## src/hw/rtl/wcsc_pkg.sv

```systemverilog
// Package for the weighted centroid and sigma clip block.
// Holds the controller state type, the command and status structs and shared constants.
// No dependencies.
`timescale 1ns / 1ps

package wcsc_pkg;

   localparam logic [62:0] SAT63 = {63{1'b1}};

   typedef enum logic [2:0] {
      ST_LOAD,
      ST_LOAD_DRAIN,
      ST_DIV_X,
      ST_DIV_Y,
      ST_PASS,
      ST_PASS_DRAIN,
      ST_FINISH
   } state_type;

   // Commands from the controller to the datapath.
   typedef struct packed {
      logic load_en;
      logic div_start;
      logic div_sel;
      logic pass_start;
      logic pass_issue;
      logic finish;
   } cmd_type;

   // Status from the datapath to the controller.
   typedef struct packed {
      logic load_busy;
      logic div_done;
      logic fit_gt1;
      logic issue_last;
      logic pipe_busy;
      logic out_free;
   } sts_type;

endpackage

```

## src/hw/rtl/wcsc_ctrl.sv

```systemverilog
// Controller state machine: loading, two centroid divisions, the store pass and hand-off.
// Depends on wcsc_pkg.
`timescale 1ns / 1ps

module wcsc_ctrl (
   input  logic              clock,
   input  logic              reset,
   input  logic              req_valid,
   input  logic              req_last_item,
   output logic              req_stall,
   input  wcsc_pkg::sts_type sts,
   output wcsc_pkg::cmd_type cmd
);

   wcsc_pkg::state_type state_ff, state_in;

   always_ff @(posedge clock) begin
      if (reset) begin
         state_ff <= wcsc_pkg::ST_LOAD;
      end else begin
         state_ff <= state_in;
      end
   end

   always_comb begin
      state_in  = state_ff;
      cmd       = '0;
      req_stall = 1'b1;
      unique case (state_ff)
         wcsc_pkg::ST_LOAD: begin
            req_stall   = 1'b0;
            cmd.load_en = req_valid;
            if (req_valid && req_last_item) begin
               state_in = wcsc_pkg::ST_LOAD_DRAIN;
            end
         end
         wcsc_pkg::ST_LOAD_DRAIN: begin
            if (!sts.load_busy) begin
               cmd.div_start = 1'b1;
               cmd.div_sel   = 1'b0;
               state_in      = wcsc_pkg::ST_DIV_X;
            end
         end
         wcsc_pkg::ST_DIV_X: begin
            if (sts.div_done) begin
               cmd.div_start = 1'b1;
               cmd.div_sel   = 1'b1;
               state_in      = wcsc_pkg::ST_DIV_Y;
            end
         end
         wcsc_pkg::ST_DIV_Y: begin
            if (sts.div_done) begin
               if (sts.fit_gt1) begin
                  cmd.pass_start = 1'b1;
                  state_in       = wcsc_pkg::ST_PASS;
               end else begin
                  state_in = wcsc_pkg::ST_FINISH;
               end
            end
         end
         wcsc_pkg::ST_PASS: begin
            cmd.pass_issue = 1'b1;
            if (sts.issue_last) begin
               state_in = wcsc_pkg::ST_PASS_DRAIN;
            end
         end
         wcsc_pkg::ST_PASS_DRAIN: begin
            if (!sts.pipe_busy) begin
               state_in = wcsc_pkg::ST_FINISH;
            end
         end
         wcsc_pkg::ST_FINISH: begin
            if (sts.out_free) begin
               cmd.finish = 1'b1;
               state_in   = wcsc_pkg::ST_LOAD;
            end
         end
         default: begin
            state_in = wcsc_pkg::ST_LOAD;
         end
      endcase
   end

endmodule

```

## config.mk

```make
export PLATFORM = sky130hd
export DESIGN_NAME = wcsc_ctrl
export DESIGN_NICKNAME = d
export VERILOG_FILES = /design/src/hw/rtl/wcsc_pkg.sv /design/src/hw/rtl/wcsc_ctrl.sv
export SDC_FILE = /design/constraint.sdc
export NUM_CORES = 1
export LEC_CHECK = 0
export ABC_AREA = 1
export BUFFER_PORTS_ARGS = -buffer_cell sky130_fd_sc_hd__buf_4
export CAP_MARGIN = 20
export CORE_AREA = 3 3 40 42
export DETAILED_ROUTE_END_ITERATION = 7
export DIE_AREA = 0 0 43 45
export HOLD_SLACK_MARGIN = 0.15
export PLACE_DENSITY = 0.53
export SYNTH_ARGS = -nofsm -noshare
export SYNTH_HDL_FRONTEND = slang
export SYNTH_SLANG_ARGS = --single-unit
```

## constraint.sdc

```tcl
create_clock -name clock -period 3.83 [get_ports clock]
set_clock_uncertainty 0.05 [all_clocks]
set_input_delay 1.149 -clock clock [delete_from_list [all_inputs] [get_ports clock]]
set_output_delay 1.149 -clock clock [all_outputs]
set_load 0.03 [all_outputs]
```

Word-level counts from Yosys, hierarchy flattened
Index checks and enable logic that the tools add are counted.

word-level totals
  logic and storage cells = 37
  output and inout bits = 7
  bits of input ports = 10
  register bits = 3

cells by class
  equality and inequality tests = 13
  reductions and logical operators = 3
  multiplexer cells = 20

operator list
  kind                  count
  $mux W3               7
  $pmux W3 S7           1
  $ne A2 B2 Y1 const B  7
  $eq A3 B3 Y1 const B  3
  $mux W1               8
  $reduce_and A7 Y1     1
  $eq A3 B2 Y1 const B  2
  $mux W2               3
  $pmux W2 S2           1
  $eq A3 B1 Y1 const B  1
  $logic_not A3 Y1      1
  $logic_and A1 B1 Y1   1

Logic depth before layout (Yosys ltp)
  word-level depth = 3
  gate-level depth with buffers = 8
  mapped depth without buffers = 8

Least setup slack after synthesis
Ideal clock, no wire load.

  path type = input-to-output
  start = in sts[4] (netlist name)
  end = out cmd[4] (netlist name)
  setup slack = 0.929 ns
  required time = 2.631 ns
  arrival = 1.702 ns
  path buffers = 0
  cell stages on the path = 2
  cell sequence = inv_1 o22ai_1

RTL lines
  item                RTL line         text
  start: declaration  wcsc_ctrl.sv:11  input wcsc_pkg::sts_type sts,
  end: declaration    wcsc_ctrl.sv:12  output wcsc_pkg::cmd_type cmd

==> metrics <==
slack of the critical path=~1.0 ns; Mapped Avg Cell Area=5.493 µm²; drt drc=0; Worst setup EP type=output port; FP Rows=13; DRT antenna net count=0; Final Cycle Share=73.90%; # Max-Cap Violations=0; GRT Util Overall=8.652%; CP startpoint=sts[4]; Pre-antenna DRT Iters=4; critical path arrival=1.63 ns; total wire length=822 µm; status=finished, final reports clean; Hold Path Class=register to register; clock latency on the worst-skew pair=about 0.23 ns; setup TNS=0 ns; cts hold-fix bufs=0; Wirelength per Cell=8.839 µm; top cell type's share of synthesized area=18.53%; FILL cells=151; CP Max Fanout=3; Post-synth ARST share=0%; Clock transition at path regs=0.04 ns; RSZ-0062 raised after global routing=no; hold path start=state_ff[0]; Starting Density=25.22%; Overall Power=298.7 µW; hpwl dp=665.8 µm; Mapped Nets=69; count of cell types in the netlist=17; Reg2Reg Setup Slack=2.48 ns; Cells after Synth=a little under 60; Die Area=0.001935 mm²; pin count of the biggest net entering global routing=11; vias in the first global route=320; synth top area cells=dfxtp_1, nand2_1, nand3_1; relative slew slack=75.36%; Biggest register=state_ff; FF-to-FF Start=state_ff[1]; WHS=0.5389 ns; drt via density=~4.3; Cells after DPL=roughly 90; most frequent cells after synthesis=nand2_1, inv_1, nor2_1; yosys warns=0; core box area=about 0.0013 mm²; most used flip-flop cell after synthesis=dfxtp_1; Final Critical Period=approximately 2.8 ns; 1st-iter DRT viols=2; Peak VDD IR=0.0002602 V; GR Overflow Total=0; top-count cell post-synth=nand2_1; Max Slew Vio Count=0; Port Buf Inserts=16; Resize count post-CTS=0; CTS tree=yes; gpl congestion=0.7745; initial antenna violation count=0; nets@finish=89; Post-Synthesis Cell Area=324.1 µm²; FF+latch count, synth=3; worst-margin pin slew=approximately 0.37 ns; largest registers=state_ff: 3 flops; CP Launch Type=input pin; setup violators final=0; P per Cell Area=roughly 620 mW/mm²; Vias=397; Post-Layout Cell Count=93; Num CTS Buffers=3; first-pass GRT wire length=1.255 mm; CP Class=input pin to output port; max reg flops=3; DIE HEIGHT=45 µm; H-Tree Depth=1; number of I/O pins=17; Synth area leader=dfxtp_1; postcts setup bufs=0; Leakage=0.0002855 µW; # clock sinks=3; sequential area share after synthesis=18.53%; Die W=43 µm; worst-case clock buffer depth=2; Post-synth EDFFs=0; ant diodes=0; pre-CTS setup slack=1.004 ns; final hold vios=0; layout cells sized above 1=32.05%; synth-to-layout area growth=47.49%; Fmax=353.3 MHz; Clock Tree Root=clkbuf_4; Req. time, crit path=2.63 ns
## cell usage in the layout (no fill, tap or decap)
cell type / n
nor2_1: 10
a31oi_1: 1
o21ai_1: 1
a21oi_1: 1
buf_4: 16
nor2_2: 2
clkbuf_1: 1
clkbuf_4: 3
nand3_2: 1
inv_1: 10
nor3_1: 2
dfxtp_1: 3
o22ai_1: 1
inv_2: 2
and3_1: 1
nand4_1: 2
nand3_1: 8
nor2_4: 1
nand2_1: 12
## cell families (layout without fill, tap and decap cells)
| family | after synthesis | count (layout) | synth area share (%) |
|---|---|---|---|
| buffers and inverters | 13 | 32 | 17.38 |
| and+or+nand+nor | 39 | 39 | 57.14 |
| DFF | 3 | 3 | 18.53 |
| AOI/OAI and AO/OA | 4 | 4 | 6.949 |
## worst max-delay path, cell delays in order
cell,delay [ns]
buf_4,0.08
inv_1,0.06
o22ai_1,0.16
buf_4,0.18
## path summary, 6_finish.rpt
| kind | to | cells after the start |
|---|---|---|
| min reg2reg | state_ff[0] | 2 |
| min | state_ff[0] | 2 |
| max reg2reg | state_ff[1] | 7 |
| max | cmd[4] | 4 |
## stage by stage
stage          util [%]  area (µm²)
2_1_floorplan         -       324.1
3_3_place_gp      35.15       451.7
3_5_place_dp      35.15       451.7
4_1_cts           37.20       478.0
5_1_grt           37.20       478.0
6_report          37.20       478.0
## metal layers
layer / vias to the layer above / wire length (µm) / global-route usage, % / share of wire (%)
met4: 0 / 8 / 7.229 / 0.97
li1: 223 / - / - / -
met2: 13 / 373 / 11.68 / 45
met5: - / 0 / 0 / 0
met3: 2 / 57 / 1.992 / 6.9
met1: 159 / 382 / 11.54 / 46
## where the power goes
group | internal (µW) | total (µW) | switching, µW
combinational | 67.0 | 180 | 113
sequential | 41.3 | 63.3 | 22.0
clock | 39.1 | 55.5 | 16.5
total | 147 | 299 | 151
## cell type report
class	count	area [µm²]	share of cell area (%)
multi-input cells	43	207.7	43.46
clock buffers	4	26.28	5.497
inverters	12	45.04	9.424
well taps	15	18.77	3.927
flip-flops and latches	3	60.06	12.57
repair buffers	16	120.1	25.13
Power figures use the tool's default switching activity.
